$ cat src/rtl/stepper_half_step_sequencer_assert.svh
// Assertion macros shared by the stepper half-step sequencer RTL.
`ifndef STEPPER_HALF_STEP_SEQUENCER_ASSERT_SVH
`define STEPPER_HALF_STEP_SEQUENCER_ASSERT_SVH

`ifndef SYNTHESIS

// Same-cycle implication, checked at every rising edge outside reset.
`define SHS_ASSERT_IMPL(label, clk, rst_n, ante, cons) \
	label: assert property (@(posedge clk) disable iff (!(rst_n)) (ante) |-> (cons)) \
		else $error("stepper sequencer assertion failed");

// Next-cycle implication, checked at every rising edge outside reset.
`define SHS_ASSERT_NEXT(label, clk, rst_n, ante, cons) \
	label: assert property (@(posedge clk) disable iff (!(rst_n)) (ante) |=> (cons)) \
		else $error("stepper sequencer assertion failed");

`else

`define SHS_ASSERT_IMPL(label, clk, rst_n, ante, cons)
`define SHS_ASSERT_NEXT(label, clk, rst_n, ante, cons)

`endif

`endif

$ cat src/rtl/shs_pkg.sv
// Package with types, codes and the half-step phase table of the sequencer.
`timescale 1ns / 1ps

package shs_pkg;

	// Configuration register indexes.
	localparam logic [1:0] REG_ENABLE    = 2'd0;
	localparam logic [1:0] REG_DIRECTION = 2'd1;
	localparam logic [1:0] REG_PERIOD    = 2'd2;

	// Direction codes.
	localparam logic [1:0] DIR_STOP  = 2'd0;
	localparam logic [1:0] DIR_BRAKE = 2'd1;
	localparam logic [1:0] DIR_CW    = 2'd2;
	localparam logic [1:0] DIR_CCW   = 2'd3;

	// Bridge mode codes.
	localparam logic [1:0] MODE_BRAKE = 2'd0;
	localparam logic [1:0] MODE_FWD   = 2'd1;
	localparam logic [1:0] MODE_REV   = 2'd2;

	localparam int CFG_DATA_BITS = 16;
	localparam int COUNT_FIELD_BITS = 32;
	localparam int OUT_DATA_BITS = 40;

	// One result item.
	typedef struct packed {
		logic        drive_valid;
		logic [1:0]  bridge_a_mode;
		logic [1:0]  bridge_b_mode;
		logic [31:0] steps_remaining;
		logic        move_done;
	} result_t;

	// Bridge modes of one half-step phase, returned as {coil B, coil A}.
	function automatic logic [3:0] phase_modes(input logic [2:0] phase);
		logic [3:0] modes;
		case (phase)
			3'd0:    modes = {MODE_BRAKE, MODE_FWD};
			3'd1:    modes = {MODE_FWD, MODE_FWD};
			3'd2:    modes = {MODE_FWD, MODE_BRAKE};
			3'd3:    modes = {MODE_FWD, MODE_REV};
			3'd4:    modes = {MODE_BRAKE, MODE_REV};
			3'd5:    modes = {MODE_REV, MODE_REV};
			3'd6:    modes = {MODE_REV, MODE_BRAKE};
			3'd7:    modes = {MODE_REV, MODE_FWD};
			default: modes = {MODE_BRAKE, MODE_BRAKE};
		endcase
		return modes;
	endfunction

endpackage

$ cat src/rtl/shs_core.sv
// Sequencer state: configuration, period counter, phase and step count.
`timescale 1ns / 1ps

`include "stepper_half_step_sequencer_assert.svh"

module shs_core #(
	parameter int COUNT_BITS  = 32,
	parameter int PERIOD_BITS = 16
) (
	input  logic                                 clk,
	input  logic                                 arst_n,
	input  logic                                 cfg_wen,
	input  logic [1:0]                           cfg_index,
	input  logic [shs_pkg::CFG_DATA_BITS-1:0]    cfg_wdata,
	input  logic                                 item_fire,
	input  logic                                 item_cmd,
	input  logic [shs_pkg::COUNT_FIELD_BITS-1:0] item_count,
	output shs_pkg::result_t                     res
);

	logic                   enable_q;
	logic [1:0]             direction_q;
	logic [PERIOD_BITS-1:0] period_q;
	logic [PERIOD_BITS-1:0] counter_q;
	logic [2:0]             phase_q;
	logic [1:0]             last_dir_q;
	logic [COUNT_BITS-1:0]  remaining_q;

	logic                   is_tick;
	logic                   step_event;
	logic                   step_active;
	logic                   has_steps;
	logic                   do_step;
	logic [3:0]             modes;
	logic [2:0]             phase_next;
	logic [COUNT_BITS-1:0]  remaining_next;

	// Step event and step decision for the item now leaving the input register.
	always_comb begin
		is_tick     = !item_cmd;
		step_event  = is_tick && (counter_q >= period_q);
		step_active = step_event && enable_q &&
			(direction_q == shs_pkg::DIR_CW || direction_q == shs_pkg::DIR_CCW);
		has_steps   = (remaining_q != '0);
		do_step     = step_active && has_steps;
		modes       = shs_pkg::phase_modes(phase_q);
	end

	// Next phase: advance with the direction, or restart at zero on a reversal.
	always_comb begin
		if (direction_q == shs_pkg::DIR_CW) begin
			phase_next = (last_dir_q == shs_pkg::DIR_CCW) ? 3'd0 : phase_q + 3'd1;
		end else begin
			phase_next = (last_dir_q == shs_pkg::DIR_CW) ? 3'd0 : phase_q - 3'd1;
		end
	end

	// Remaining count after this item.
	always_comb begin
		if (item_cmd) begin
			remaining_next = item_count[COUNT_BITS-1:0];
		end else if (do_step) begin
			remaining_next = remaining_q - COUNT_BITS'(1);
		end else begin
			remaining_next = remaining_q;
		end
	end

	// Result of this item.
	always_comb begin
		res.drive_valid     = step_active;
		res.bridge_a_mode   = do_step ? modes[1:0] : shs_pkg::MODE_BRAKE;
		res.bridge_b_mode   = do_step ? modes[3:2] : shs_pkg::MODE_BRAKE;
		res.steps_remaining = shs_pkg::COUNT_FIELD_BITS'(remaining_next);
		res.move_done       = step_active && !has_steps;
	end

	// Configuration registers.
	always_ff @(posedge clk or negedge arst_n) begin
		if (!arst_n) begin
			enable_q    <= 1'b0;
			direction_q <= shs_pkg::DIR_STOP;
			period_q    <= PERIOD_BITS'(1000);
		end else if (cfg_wen) begin
			case (cfg_index)
				shs_pkg::REG_ENABLE:    enable_q    <= cfg_wdata[0];
				shs_pkg::REG_DIRECTION: direction_q <= cfg_wdata[1:0];
				shs_pkg::REG_PERIOD:    period_q    <= PERIOD_BITS'(cfg_wdata);
				default: ;
			endcase
		end
	end

	// Sequencer state, updated once per transfer.
	always_ff @(posedge clk or negedge arst_n) begin
		if (!arst_n) begin
			counter_q   <= '0;
			phase_q     <= 3'd0;
			last_dir_q  <= shs_pkg::DIR_STOP;
			remaining_q <= '0;
		end else if (item_fire) begin
			if (is_tick) begin
				counter_q <= step_event ? '0 : counter_q + PERIOD_BITS'(1);
			end
			if (do_step) begin
				phase_q    <= phase_next;
				last_dir_q <= direction_q;
			end
			remaining_q <= remaining_next;
		end
	end

	`SHS_ASSERT_NEXT(a_phase_holds_when_idle, clk, arst_n, !item_fire, $stable(phase_q))
	`SHS_ASSERT_IMPL(a_done_brakes, clk, arst_n, item_fire && res.move_done,
		res.drive_valid && res.bridge_a_mode == shs_pkg::MODE_BRAKE &&
		res.bridge_b_mode == shs_pkg::MODE_BRAKE)
	`SHS_ASSERT_NEXT(a_step_decrements, clk, arst_n, item_fire && do_step,
		remaining_q == $past(remaining_q) - COUNT_BITS'(1))

endmodule

$ cat src/rtl/stepper_half_step_sequencer.sv
// Top level of the bipolar stepper half-step sequencer with stream ports.
//
// The sequencer takes one item per clock cycle unless a waiting result holds
// it off: a tick or a load of the step count. Each accepted transfer produces
// exactly one result. The result leaves through an input register and a result
// register. The rate is set by the update of the period counter, phase and step
// count in the core, which sees each item in the cycle it leaves the input
// register. A waiting result stops input only once the input register holds an
// item as well. Both registers advance whenever the result register is empty
// or being drained, so the block holds at most two items. The step_period
// register defaults to 1000, so a step event falls on every 1001st tick.
`timescale 1ns / 1ps

module stepper_half_step_sequencer #(
	parameter int COUNT_BITS  = 32,
	parameter int PERIOD_BITS = 16
) (
	input  logic                                 clk,
	input  logic                                 arst_n,
	// Configuration write port.
	input  logic                                 cfg_wen,
	input  logic [1:0]                           cfg_index,
	input  logic [shs_pkg::CFG_DATA_BITS-1:0]    cfg_wdata,
	// Input stream.
	input  logic                                 s_axis_tvalid,
	output logic                                 s_axis_tready,
	input  logic [shs_pkg::COUNT_FIELD_BITS-1:0] s_axis_tdata,  // [31:0] step_count
	input  logic                                 s_axis_tuser,  // [0] command
	// Result stream.
	output logic                                 m_axis_tvalid,
	input  logic                                 m_axis_tready,
	// [0] drive_valid, [2:1] bridge_a_mode, [4:3] bridge_b_mode,
	// [36:5] steps_remaining, [37] move_done, [39:38] zero
	output logic [shs_pkg::OUT_DATA_BITS-1:0]    m_axis_tdata
);

	logic                                 valid_s1;
	logic                                 cmd_s1;
	logic [shs_pkg::COUNT_FIELD_BITS-1:0] count_s1;
	logic                                 out_valid_q;
	shs_pkg::result_t                     res_q;
	shs_pkg::result_t                     res;
	logic                                 out_free;
	logic                                 adv_s1;

	// Handshake: the result register takes a new item when empty or draining.
	assign out_free      = !out_valid_q || m_axis_tready;
	assign adv_s1        = valid_s1 && out_free;
	assign s_axis_tready = !valid_s1 || out_free;

	// Input register.
	always_ff @(posedge clk or negedge arst_n) begin
		if (!arst_n) begin
			valid_s1 <= 1'b0;
		end else if (s_axis_tready) begin
			valid_s1 <= s_axis_tvalid;
		end
	end

	always_ff @(posedge clk) begin
		if (s_axis_tready && s_axis_tvalid) begin
			cmd_s1   <= s_axis_tuser;
			count_s1 <= s_axis_tdata;
		end
	end

	shs_core #(
		.COUNT_BITS  (COUNT_BITS),
		.PERIOD_BITS (PERIOD_BITS)
	) u_core (
		.clk        (clk),
		.arst_n     (arst_n),
		.cfg_wen    (cfg_wen),
		.cfg_index  (cfg_index),
		.cfg_wdata  (cfg_wdata),
		.item_fire  (adv_s1),
		.item_cmd   (cmd_s1),
		.item_count (count_s1),
		.res        (res)
	);

	// Result register.
	always_ff @(posedge clk or negedge arst_n) begin
		if (!arst_n) begin
			out_valid_q <= 1'b0;
		end else if (out_free) begin
			out_valid_q <= valid_s1;
		end
	end

	always_ff @(posedge clk) begin
		if (adv_s1) begin
			res_q <= res;
		end
	end

	// Pack the result fields, lowest field first.
	assign m_axis_tvalid = out_valid_q;
	assign m_axis_tdata  = {2'b00, res_q.move_done, res_q.steps_remaining,
		res_q.bridge_b_mode, res_q.bridge_a_mode, res_q.drive_valid};

endmodule

$ cat config.mk
export PLATFORM = sky130hd
export DESIGN_NAME = stepper_half_step_sequencer
export DESIGN_NICKNAME = d
export VERILOG_FILES = /design/src/rtl/shs_pkg.sv /design/src/rtl/shs_core.sv /design/src/rtl/stepper_half_step_sequencer.sv
export VERILOG_INCLUDE_DIRS = /design/src /design/src/rtl
export SDC_FILE = /design/constraint.sdc
export NUM_CORES = 1
export LEC_CHECK = 0
export BUFFER_PORTS_ARGS = -buffer_cell sky130_fd_sc_hd__clkbuf_2
export CAP_MARGIN = 20
export CORE_MARGIN = 2
export CORE_UTILIZATION = 45
export CTS_BUF_LIST = sky130_fd_sc_hd__clkbuf_4 sky130_fd_sc_hd__clkbuf_8
export DETAILED_ROUTE_END_ITERATION = 8
export PLACE_DENSITY = 0.73
export SYNTH_ARGS = -nofsm -noshare
export SYNTH_HDL_FRONTEND = slang
export SYNTH_SLANG_ARGS = --single-unit
$ cat constraint.sdc
create_clock -name clk -period 3.25 [get_ports clk]
set_clock_uncertainty 0.15 [all_clocks]
set_input_delay 0.325 -clock clk [delete_from_list [all_inputs] [get_ports clk]]
set_output_delay 0.325 -clock clk [all_outputs]
set_load 0.005 [all_outputs]
==> out/qor.csv, run 1 <==
stage;metric;value;unit
setup_path;delay of the slowest cell on the worst path;0.53;ns
setup_path;Cell Chain, Critical Path;inv_1 -> ha_1 -> o21a_1 -> nor2_1 -> o31ai_1 -> a21o_1 -> buf_4 -> nand2_1 -> o311ai_0;
floorplan;Die Y;133.3;um
sta;Max Clock Freq;0.3418;GHz
floorplan;row cnt;47;
cts;Worst-path clk slew;0.08;ns
sta;Worst Max-Slew Pin Slew;1.006;ns
pwr;PwrDens;514.3;mW/mm^2
yosys;Synth area leader;sky130_fd_sc_hd__edfxtp_1;
global_route;number of global-route vias before repair;5869;
setup_path;Bufs and invs on worst path;2;
cts;number of buffers inserted to repair setup after CTS;0;
sta;number of max-slew violations in the final report;0;
sta;Max transition margin;32.96;%
floorplan;Boundary Pins;98;
setup_path;critical path peak fanout;19;
yosys;flip-flop cell with the highest count after synthesis;sky130_fd_sc_hd__edfxtp_1;
cts;sinks on the clock net;145;
yosys;flops & latches, synth;145;
place;DP Area;0.008242;sq mm
cells_and_area;number of nets in the finished design;933;
routing;Detailed Route Iter0 Violations;503;
setup_path;nature of the critical path endpoint;flip-flop;
yosys;number of distinct standard cells referenced by the synthesized netlist;61;
yosys;Post-synth ARST share;51.03;%
routing;average vias per placed instance;5.667;
setup_path;arrival time worst endpoint;3.03;ns
place;DPL Wire Length;11840;um
floorplan;initial standard-cell utilization of the core;45.68;%
routing;remaining antenna violation count after routing;0;
yosys;Synth top area share;28.35;%
setup_path;kind of start point of the critical path;flip-flop;
yosys;synth top area cells;sky130_fd_sc_hd__edfxtp_1 28%, sky130_fd_sc_hd__dfrtp_1 23%, sky130_fd_sc_hd__o211ai_1 4.6%, sky130_fd_sc_hd__ha_1 3.5%, sky130_fd_sc_hd__mux2_2 3.3%;
routing;vias after detailed routing;6171;
sta;Worst Slack Setup Final;0.3241;ns
cells_and_area;filler cell count;1471;
yosys;Yosys Warn Count;0;
setup_path;category of the critical setup timing path;reg -> reg;
routing;Total Wirelength;17930;um
setup_path;Critical Path RT;3.35;ns
cts;clock tree from TritonCTS;yes;
place;routability cong.;0.8543;
status;result of the run;finished, final reports clean;
global_route;aggregate global routing overflow;0;
floorplan;chip width;133.3;um
sta;final-layout setup total negative slack;0;ns
global_route;wire length of the first global-routing pass;29350;um
routing;DRC violations left;0;
setup_path;slowest stage cell on the critical path;sky130_fd_sc_hd__dfstp_2;
routing;Initial DRT Pass Iterations;6;
global_route;largest net degree at the start of global routing;75;
pwr;Pleak;3.655;nW
yosys;sequential cell area fraction in the yosys report;53.07;%
sta;Final period util;90.03;%
sta;setup repair after global routing missed its margin;no;
cts;buffer depth of the longest clock path;2;
routing;wire per inst;16.46;um
cells_and_area;post-layout util;55.57;%
global_route;overall track demand over capacity in global routing;20.80;%
floorplan;core box area;0.01647;sq mm
yosys;Post-Synthesis Mean Instance Area;10.52;sq um
sta;minimum period implied by the final worst setup slack;2.926;ns
cts;Clk Latency, worst-skew pair;0.46;ns
cells_and_area;fraction of final layout cells with drive strength greater than 1;21.29;%
yosys;Cells after Synth;715;
sta;Setup Viol. Count Final;0;
cells_and_area;Layout area overhead;21.66;%
cts;number of buffers added by the clock tree synthesis step;17;
cts;count of instances resized after the clock tree is built;0;
yosys;number of enable-type register cells in the synthesized netlist;71;
hold_path;class of the worst hold path;in -> reg;
cts;CTS Root Buffer Type;sky130_fd_sc_hd__clkbuf_8;
cts;post-cts hold buffer count;51;
sta;Final Hold Vio Count;0;
place;Setup Slack @ Placement;0.3636;ns
floorplan;DIE AREA;0.01776;sq mm
cells_and_area;antenna cells;0;
cells_and_area;post-route cell area;0.009150;sq mm
pwr;worst vdd ir;0.2872;mV
flow_run;MaxCap Viol Count;0;
pwr;post-route total power;0.004706;W
yosys;netlist area before placement;0.007521;sq mm
global_route;antenna violations before repair;0;
place;number of buffers inserted by port buffering;95;
setup_path;CP top delay family;compound AO/OA/AOI/OAI gates;
cts;number of levels in the clock H-tree;4;
## synth_stat cells (9+ instances only)
master and number:
sky130_fd_sc_hd__nand2_1 51, sky130_fd_sc_hd__a21oi_1 25, sky130_fd_sc_hd__or3_1 12, sky130_fd_sc_hd__o21ai_0 9
sky130_fd_sc_hd__nand4_1 12, sky130_fd_sc_hd__nand3_1 42, sky130_fd_sc_hd__nor2_1 60, sky130_fd_sc_hd__nor3_1 27
sky130_fd_sc_hd__dfrtp_1 68, sky130_fd_sc_hd__nor4_1 14, sky130_fd_sc_hd__edfxtp_1 71, sky130_fd_sc_hd__o211ai_1 46
sky130_fd_sc_hd__o311ai_0 15, sky130_fd_sc_hd__clkbuf_1 34, sky130_fd_sc_hd__and3_1 9, sky130_fd_sc_hd__inv_1 34
sky130_fd_sc_hd__nand2b_1 14, sky130_fd_sc_hd__ha_1 21, sky130_fd_sc_hd__mux2_2 22, sky130_fd_sc_hd__nor2b_1 11
## report_power, final
part	internal, W	switching [W]
combinational	0.000395	0.000434
clock	0.000700	0.000736
sequential	0.00220	0.000240
## cells by family after synthesis
| group | count (synthesis) | share of synthesized area (%) |
|---|---|---|
| simple gates | 291 | 20.45 |
| compound gates | 146 | 14.04 |
| mux | 25 | 3.693 |
| flops | 145 | 53.07 |
| xor+xnor | 10 | 1.164 |
| other cells | 1 | 0.04986 |
| fa+ha+maj | 21 | 3.494 |
| buf+inv | 76 | 4.042 |
## path summary, 6_finish.rpt
kind                                                      start                           endpoint  slack (ns)  cells past startpoint
worst max-delay path             u_core.period_q[3]$_DFFE_PN1P_         m_axis_tdata[26]$_DFFE_PP_        0.32                      9
worst min-delay path                              m_axis_tready          m_axis_tvalid$_DFFE_PN0P_        0.08                      3
worst max register to register   u_core.period_q[3]$_DFFE_PN1P_         m_axis_tdata[26]$_DFFE_PP_        0.32                      9
worst min register to register  u_core.period_q[13]$_DFFE_PN0P_    u_core.period_q[13]$_DFFE_PN0P_        0.36                      1
max in group asynchronous                                arst_n      u_core.phase_q[0]$_DFFE_PN0P_        1.87                      2
min in group asynchronous                                arst_n  u_core.remaining_q[8]$_DFFE_PN0P_        0.41                      2
## layout by cell type, fill, tap and decap left out, types with 24 or more instances in the layout
master,count
sky130_fd_sc_hd__inv_1,34
sky130_fd_sc_hd__edfxtp_1,71
sky130_fd_sc_hd__o211ai_1,46
sky130_fd_sc_hd__nand2_1,51
sky130_fd_sc_hd__nor3_1,27
sky130_fd_sc_hd__nor2_1,60
sky130_fd_sc_hd__clkbuf_2,94
sky130_fd_sc_hd__dfrtp_1,68
sky130_fd_sc_hd__nand3_1,42
sky130_fd_sc_hd__a21oi_1,24
sky130_fd_sc_hd__dlygate4sd3_1,51
## final cells by class
cell class              count  area (sq um)  share of cell area [%]
flip-flops and latches    145          3991                   43.62
multi-input cells         495          3233                   35.33
repair buffers            162          1121                   12.25
well taps                 220         275.3                   3.008
clock buffers              18         241.5                   2.639
clock inverters            14         156.4                   1.709
inverters                  35         131.4                   1.436
## worst min-delay path, cell delays in order
cell and delay, ns:
sky130_fd_sc_hd__clkbuf_2 0.11, sky130_fd_sc_hd__nand2b_1 0.14, sky130_fd_sc_hd__nand2_1 0.07
## routing by layer
layer  track usage [%]  up-vias  share of wire, %
met2             33.88      192                49
met4             6.442        0               1.2
met5                 0        -                 0
met1             27.98     2977                45
li1                  -     2983                 -
met3             4.604       19               4.9
## registers in the layout (all words and copies together), names as in the netlist
name	cells
cmd_s1	1
count_s1	32
m_axis_tdata	38
m_axis_tvalid	1
u_core.counter_q	16
u_core.direction_q	2
u_core.enable_q	1
u_core.last_dir_q	2
u_core.period_q	16
u_core.phase_q	3
u_core.remaining_q	32
valid_s1	1
## stage by stage
step / hold WS [ns] / instances
2_1_floorplan: -0.1206 / 716
3_3_place_gp: 0.3378 / 1006
3_5_place_dp: 0.3432 / 1006
4_1_cts: 0.05323 / 1089
5_1_grt: 0.05880 / 1089
6_report: 0.08363 / 1089
No activity file was read; power rests on OpenSTA's default activity.
==> run 2: changes to the inputs <==
--- a/config.mk
+++ b/config.mk
@@ -6,7 +6,7 @@
 export SDC_FILE = /design/constraint.sdc
 export NUM_CORES = 1
 export LEC_CHECK = 0
-export BUFFER_PORTS_ARGS = -buffer_cell sky130_fd_sc_hd__clkbuf_2
+export BUFFER_PORTS_ARGS = -buffer_cell sky130_fd_sc_hd__buf_2
 export CAP_MARGIN = 20
 export CORE_MARGIN = 2
 export CORE_UTILIZATION = 45
@@ -15,4 +15,5 @@
 export PLACE_DENSITY = 0.73
 export SYNTH_ARGS = -nofsm -noshare
 export SYNTH_HDL_FRONTEND = slang
+export SYNTH_HIERARCHICAL = 1
 export SYNTH_SLANG_ARGS = --single-unit
==> run 2 against run 1 <==
Utilization rose by 0.18 points. Final cell count shrank 2.8%. Die area fell by 0.23%. Total power rose by 5.6%. Critical path type unchanged. Design area up 0.33%.
==> out/qor.csv, run 2 <==
stage;metric;value;unit
yosys;number of enable-type register cells in the synthesized netlist;71;
floorplan;Boundary Pins;98;
global_route;met2 global-route usage;33.36;%
setup_path;start point of the critical path;u_core/counter_q[14]$_DFFE_PN0P_;
routing;remaining antenna violation count after routing;0;
setup_path;reg2reg path depth;8;
setup_path;Critical Path RT;3.28;ns
routing;vias after detailed routing;5965;
setup_path;nature of the critical path endpoint;flip-flop;
pwr;PwrDens;541.5;mW/mm^2
pwr;worst vdd ir;0.2610;mV
cells_and_area;most common cell after layout, fill and taps aside;sky130_fd_sc_hd__buf_2;
global_route;wire length of the first global-routing pass;29060;um
sta;Final Hold Vio Count;0;
routing;Detailed Route Iter0 Violations;649;
global_route;overall track demand over capacity in global routing;20.72;%
cells_and_area;total area of sequential cells;0.003991;sq mm
yosys;ranking of synthesized cells by instance count;72 x sky130_fd_sc_hd__nand2_1, 71 x sky130_fd_sc_hd__edfxtp_1, 68 x sky130_fd_sc_hd__dfrtp_1;
yosys;Cells after Synth;682;
floorplan;initial standard-cell utilization of the core;45.57;%
hold_path;hold endpoint;u_core/enable_q$_DFFE_PN0P_;
yosys;most common cell in the synthesized netlist;sky130_fd_sc_hd__nand2_1;
cts;Worst-path clk slew;0.08;ns
sta;minimum period implied by the final worst setup slack;2.840;ns
cts;CTS Root Buffer Type;sky130_fd_sc_hd__clkbuf_8;
flow_run;MaxCap Viol Count;0;
cells_and_area;filler cell count;1434;
cts;sinks on the clock net;145;
hold_path;class of the worst hold path;in -> reg;
setup_path;register-to-register setup slack;0.41;ns
pwr;Pleak;3.673;nW
sta;Setup Viol. Count Final;0;
routing;average vias per placed instance;5.633;
sta;final-layout setup total negative slack;0;ns
global_route;antenna violations before repair;0;
routing;Initial DRT Pass Iterations;5;
setup_path;Most Frequent Cell on Critical Path;sky130_fd_sc_hd__o211ai_1;
setup_path;kind of start point of the critical path;flip-flop;
cells_and_area;Layout area overhead;22.34;%
cts;number of buffers added by the clock tree synthesis step;17;
global_route;global-route met1 utilization;27.39;%
place;routability cong.;0.8775;
sta;Worst Max-Slew Pin Slew;0.8245;ns
sta;Worst Slack Setup Final;0.4096;ns
cells_and_area;flip-flop count of the largest register after layout;38;
cts;number of levels in the clock H-tree;4;
global_route;GR Layer Usage met3;4.604;%
yosys;flops & latches, synth;145;
setup_path;arrival time worst endpoint;2.87;ns
yosys;netlist area before placement;0.007503;sq mm
status;result of the run;finished, final reports clean;
place;DPL Wire Length;11360;um
setup_path;Cell Chain, Critical Path;ha_1 -> nand4_1 -> nor3_1 -> o311ai_1 -> and4_1 -> buf_4 -> o211ai_1 -> o211ai_1;
cells_and_area;antenna cells;0;
setup_path;worst reg2reg path endpoint;m_axis_tdata[29]$_DFFE_PP_;
yosys;synth top area cells;sky130_fd_sc_hd__edfxtp_1 28%, sky130_fd_sc_hd__dfrtp_1 23%, sky130_fd_sc_hd__ha_1 3.8%, sky130_fd_sc_hd__nand2_1 3.6%, sky130_fd_sc_hd__o211ai_1 3.4%;
cells_and_area;fraction of final layout cells with drive strength greater than 1;22.41;%
cells_and_area;number of nets in the finished design;905;
yosys;Synth area leader;sky130_fd_sc_hd__edfxtp_1;
sta;Max transition margin;44.87;%
sta;Final period util;87.40;%
floorplan;row cnt;47;
yosys;Yosys Warn Count;6;
routing;Total Wirelength;17950;um
cts;number of buffers inserted to repair setup after CTS;0;
floorplan;Die Y;133.1;um
hold_path;hold path startpoint;cfg_index[1];
yosys;sequential cell area fraction in the yosys report;53.19;%
global_route;largest net degree at the start of global routing;75;
cells_and_area;commonest cells after routing, fill and taps aside;95 x sky130_fd_sc_hd__buf_2, 72 x sky130_fd_sc_hd__nand2_1, 71 x sky130_fd_sc_hd__edfxtp_1, 68 x sky130_fd_sc_hd__dfrtp_1, 53 x sky130_fd_sc_hd__dlygate4sd3_1;
setup_path;source of the worst register-to-register timing path;u_core/counter_q[14]$_DFFE_PN0P_;
cts;buffer depth of the longest clock path;2;
place;Setup Slack @ Placement;0.5044;ns
global_route;aggregate global routing overflow;0;
cts;Clk Latency, worst-skew pair;0.46;ns
yosys;flip-flop cell with the highest count after synthesis;sky130_fd_sc_hd__edfxtp_1;
setup_path;critical path peak fanout;10;
floorplan;core box area;0.01647;sq mm
yosys;Synth top area share;28.41;%
cells_and_area;Multi-input gate area;0.003129;sq mm
global_route;grt peak-use layer;met2;
global_route;number of global-route vias before repair;5838;
yosys;number of distinct standard cells referenced by the synthesized netlist;65;
yosys;Post-synth ARST share;51.03;%
setup_path;slowest stage cell on the critical path;sky130_fd_sc_hd__dfrtp_1;
routing;wire per inst;16.95;um
sta;setup repair after global routing missed its margin;no;
cts;clock tree from TritonCTS;yes;
hold_path;cell count of the worst hold path;3;
sta;number of max-slew violations in the final report;0;
routing;DRC violations left;0;
floorplan;DIE AREA;0.01772;sq mm
yosys;Post-Synthesis Mean Instance Area;11.00;sq um
setup_path;category of the critical setup timing path;reg -> reg;
place;number of buffers inserted by port buffering;95;
setup_path;delay of the slowest cell on the worst path;0.42;ns
floorplan;chip width;133.1;um
sta;Max Clock Freq;0.3521;GHz
[run 2: worst max path at each step]
stage               depth (start not counted)                            endpoint
floorplan                                   6  u_core/remaining_q[24]$_DFFE_PN0P_
global route                                7    u_core/counter_q[15]$_DFFE_PN0P_
finish                                      8          m_axis_tdata[29]$_DFFE_PP_
global placement                            8          m_axis_tdata[29]$_DFFE_PP_
detailed placement                          7           m_axis_tdata[5]$_DFFE_PP_
CTS                                         7     u_core/counter_q[7]$_DFFE_PN0P_
[run 2: worst max-delay path: cells and delay by family, from the launching register on]
kind | cells | cell delay, ns
simple gates | 3 | 0.80
buf+inv | 1 | 0.23
compound gates | 3 | 0.62
flops | 1 | 0.42
fa+ha+maj | 1 | 0.33
[run 2: metrics by stage]
stage               std cells  total power (W)  util, %  hold WS, ns  instance area, sq um
floorplan                 683         0.003015        -      -0.1206                  7508
global placement          973         0.003279    49.54       0.3394                  8158
detailed placement        973         0.003304    49.54       0.3457                  8158
CTS                      1058         0.004998    55.59      0.07180                  9153
global route             1059         0.005224    55.75      0.08826                  9180
finish                   1059         0.004971    55.75      0.09368                  9180
[run 2: cell type report]
type                            instances  area share, %
Clock buffer                           19          2.780
Inverter                               41          1.676
Tap cell                              220          2.999
Sequential cell                       145          43.48
Timing Repair Buffer                  165          12.70
Clock inverter                         13          2.276
Multi-Input combinational cell        456          34.09
[run 2: kinds of logic after synthesis]
logic type	share of synthesized area [%]
adder cells (fa/ha/maj)	3.835
flip-flops	53.19
AND/OR/NAND/NOR	17.66
AO/OA/AOI/OAI	15.27
buffers and inverters	5.169
other	0.04998
XOR/XNOR	1.401
multiplexers	3.418
[run 2: repair_timing]
| item | 4_1_cts | 5_1_grt |
|---|---|---|
| hold buffers | 53 | 0 |
| gates resized for setup | 0 | 0 |
| endpoints found under the hold margin | 112 | 0 |
[run 2: where the power goes]
part	leakage, nW	internal [W]	switching, W
clock	0.226	0.000943	0.000698
sequential	1.56	0.00221	0.000254
combinational	1.89	0.000419	0.000446
[run 2: metal layers]
layer  wire (um)  vias up
met5           0        -
met4         319        0
met3        1139       22
met2        8735      208
met1        7752     2867
li1            -     2868
==> run 3: changes to the inputs <==
==> constraint.sdc (replaced) <==
create_clock -name clk -period 3.4 [get_ports clk]
set_clock_uncertainty 0.15 [all_clocks]
set_input_delay 0.34 -clock clk [delete_from_list [all_inputs] [get_ports clk]]
set_output_delay 0.34 -clock clk [all_outputs]
set_load 0.005 [all_outputs]
==> run 3 against run 2 <==
Sequential share of layout area grew 0.23 points. Critical endpoint is now u_core/phase_q[0]$_DFFE_PN0P_. Clock-buffer cell count shrank 2. Non-clock buffer count up 2. Design area down 0.53%. Global-route usage increased by 0.75 points. Critical path depth is the same. Die area unchanged. Largest cell class unchanged. Sequential power decreased by 4%. Via count grew 0.54%. Hold slack worse by 0.061 ns. Total power fell by 6.2%.
==> out/qor.csv, run 3 (synthesis results as in run 2) <==
stage;metric;value;unit
status;result of the run;finished, final reports clean;
sta;Max Clock Freq;0.3265;GHz
cts;clock tree from TritonCTS;yes;
hold_path;class of the worst hold path;in -> reg;
global_route;aggregate global routing overflow;0;
place;routability cong.;0.8773;
cts;sinks on the clock net;145;
setup_path;critical path peak fanout;35;
global_route;antenna violations before repair;0;
pwr;switching part of the total power;29.04;%
flow_run;MaxCap Viol Count;0;
global_route;largest net degree at the start of global routing;60;
pwr;Sequential Power Share;50.6;%
setup_path;nature of the critical path endpoint;flip-flop;
cells_and_area;fraction of final layout cells with drive strength greater than 1;22.59;%
global_route;wire length of the first global-routing pass;30080;um
sta;Final period util;90.09;%
sta;Max transition margin;43.78;%
cells_and_area;flip-flop count of the largest register after layout;38;
cts;number of levels in the clock H-tree;4;
place;Setup Slack @ Placement;0.3811;ns
floorplan;DIE AREA;0.01772;sq mm
sta;final worst hold slack;0.03220;ns
floorplan;row cnt;47;
setup_path;Cell Chain, Critical Path;ha_1 -> nor2b_1 -> o211a_1 -> o311ai_1 -> nand4_1 -> buf_12 -> nand3_1 -> mux2_2;
setup_path;category of the critical setup timing path;reg -> reg;
setup_path;kind of start point of the critical path;flip-flop;
routing;Total Wirelength;18380;um
setup_path;arrival time worst endpoint;3.25;ns
routing;remaining antenna violation count after routing;0;
sta;Worst Slack Setup Final;0.3370;ns
cells_and_area;most common cell after layout, fill and taps aside;sky130_fd_sc_hd__buf_2;
pwr;post-route total power;0.004662;W
place;number of buffers inserted by port buffering;95;
cells_and_area;commonest cells after routing, fill and taps aside;95 x sky130_fd_sc_hd__buf_2, 72 x sky130_fd_sc_hd__nand2_1, 71 x sky130_fd_sc_hd__edfxtp_1, 68 x sky130_fd_sc_hd__dfrtp_1, 51 x sky130_fd_sc_hd__dlygate4sd3_1;
sta;number of max-slew violations in the final report;0;
pwr;Comb power frac;17.9;%
cts;number of buffers added by the clock tree synthesis step;17;
sta;Final Hold Vio Count;0;
place;DPL Wire Length;11920;um
cts;CTS Root Buffer Type;sky130_fd_sc_hd__clkbuf_8;
routing;Detailed Route Iter0 Violations;620;
sta;final-layout setup total negative slack;0;ns
sta;setup repair after global routing missed its margin;no;
setup_path;slowest stage cell on the critical path;sky130_fd_sc_hd__nand4_1;
sta;Setup Viol. Count Final;0;
floorplan;chip width;133.1;um
routing;vias after detailed routing;5997;
routing;wire per inst;17.32;um
cts;number of buffers inserted to repair setup after CTS;0;
cells_and_area;antenna cells;0;
cells_and_area;Layout area overhead;21.69;%
routing;average vias per placed instance;5.652;
setup_path;Critical Path RT;3.58;ns
floorplan;Die Y;133.1;um
pwr;internal portion of total power;0.003308;W
cells_and_area;number of nets in the finished design;907;
cts;count of instances resized after the clock tree is built;0;
pwr;PwrDens;510.5;mW/mm^2
pwr;Pleak;3.659;nW
setup_path;delay of the slowest cell on the worst path;0.48;ns
sta;Worst Max-Slew Pin Slew;0.8408;ns
floorplan;initial standard-cell utilization of the core;45.57;%
pwr;fraction of power consumed by the clock network;31.5;%
sta;minimum period implied by the final worst setup slack;3.063;ns
cts;buffer depth of the longest clock path;2;
cts;Clk Latency, worst-skew pair;0.46;ns
pwr;worst vdd ir;0.2540;mV
floorplan;Boundary Pins;98;
cts;Worst-path clk slew;0.08;ns
floorplan;core box area;0.01647;sq mm
routing;Initial DRT Pass Iterations;6;
routing;DRC violations left;0;
global_route;number of global-route vias before repair;5946;
global_route;overall track demand over capacity in global routing;21.48;%
pwr;reported net switching power;0.001354;W
## run 3: cell count changes in the layout (fill, tap and decap cells not counted)
cell / before / now
sky130_fd_sc_hd__buf_16: 1 / 0
sky130_fd_sc_hd__buf_4: 15 / 20
sky130_fd_sc_hd__bufinv_16: 5 / 4
sky130_fd_sc_hd__clkbuf_4: 1 / 0
sky130_fd_sc_hd__clkbuf_8: 18 / 17
sky130_fd_sc_hd__clkinv_1: 2 / 4
sky130_fd_sc_hd__clkinv_2: 2 / 3
sky130_fd_sc_hd__dlygate4sd3_1: 53 / 51
## run 3: final timing paths
kind	slack, ns	startpoint	to	cells after the start
setup / recovery	0.34	u_core/counter_q[1]$_DFFE_PN0P_	u_core/phase_q[0]$_DFFE_PN0P_	8
hold / removal	0.03	m_axis_tready	m_axis_tvalid$_DFFE_PN0P_	3
setup reg to reg	0.34	u_core/counter_q[1]$_DFFE_PN0P_	u_core/phase_q[0]$_DFFE_PN0P_	8
hold reg to reg	0.36	u_core/period_q[4]$_DFFE_PN0P_	u_core/period_q[4]$_DFFE_PN0P_	1
max in group asynchronous	1.88	arst_n	u_core/period_q[8]$_DFFE_PN1P_	3
min in group asynchronous	0.35	arst_n	u_core/remaining_q[2]$_DFFE_PN0P_	2
## run 3: timing repair
action                                  4_1_cts  5_1_grt
endpoints found under the setup margin        0        0
hold buffers                                 51        0
endpoints found under the hold margin        82        0
## run 3: power by group through the flow
stage | clock network, W | registers, W | logic, W
floorplan | 0 | 0.00231 | 0.000572
global placement | 0 | 0.00238 | 0.000759
detailed placement | 0 | 0.00239 | 0.000782
CTS | 0.00150 | 0.00235 | 0.000833
global route | 0.00158 | 0.00239 | 0.000936
finish | 0.00147 | 0.00236 | 0.000834
## run 3: worst max-delay path, delay by kind of cell, from the launching register on
family,cells,cell delay (ns)
buffers and inverters,1,0.35
flip-flops,1,0.41
adder cells (fa/ha/maj),1,0.29
AND/OR/NAND/NOR,3,0.86
AO/OA/AOI/OAI,2,0.51
multiplexers,1,0.36
## run 3: metal layers
| metal | wire, um | share of wire, % | GRT usage (%) | vias to the layer above |
|---|---|---|---|---|
| li1 | - | - | - | 2879 |
| met1 | 8211 | 45 | 29.08 | 2880 |
| met2 | 8788 | 48 | 34.37 | 207 |
| met3 | 968 | 5.3 | 4.300 | 31 |
| met4 | 413 | 2.2 | 8.333 | 0 |
| met5 | 0 | 0 | 0 | - |
## run 3: layout make-up
cell class / instances / area, sq um
fillers: 1450 / 7335
well taps: 220 / 275.3
flip-flops and latches: 145 / 3991
multi-input cells: 456 / 3129
clock inverters: 15 / 191.4
inverters: 41 / 153.9
repair buffers: 167 / 1156
clock buffers: 17 / 234.0
## run 3: metrics by stage
stage               utilization [%]  instance area, sq um  instances
floorplan                         -                  7507        683
global placement              49.77                  8195        978
detailed placement            49.77                  8195        978
CTS                           55.46                  9131       1061
global route                  55.46                  9131       1061
finish                        55.46                  9131       1061
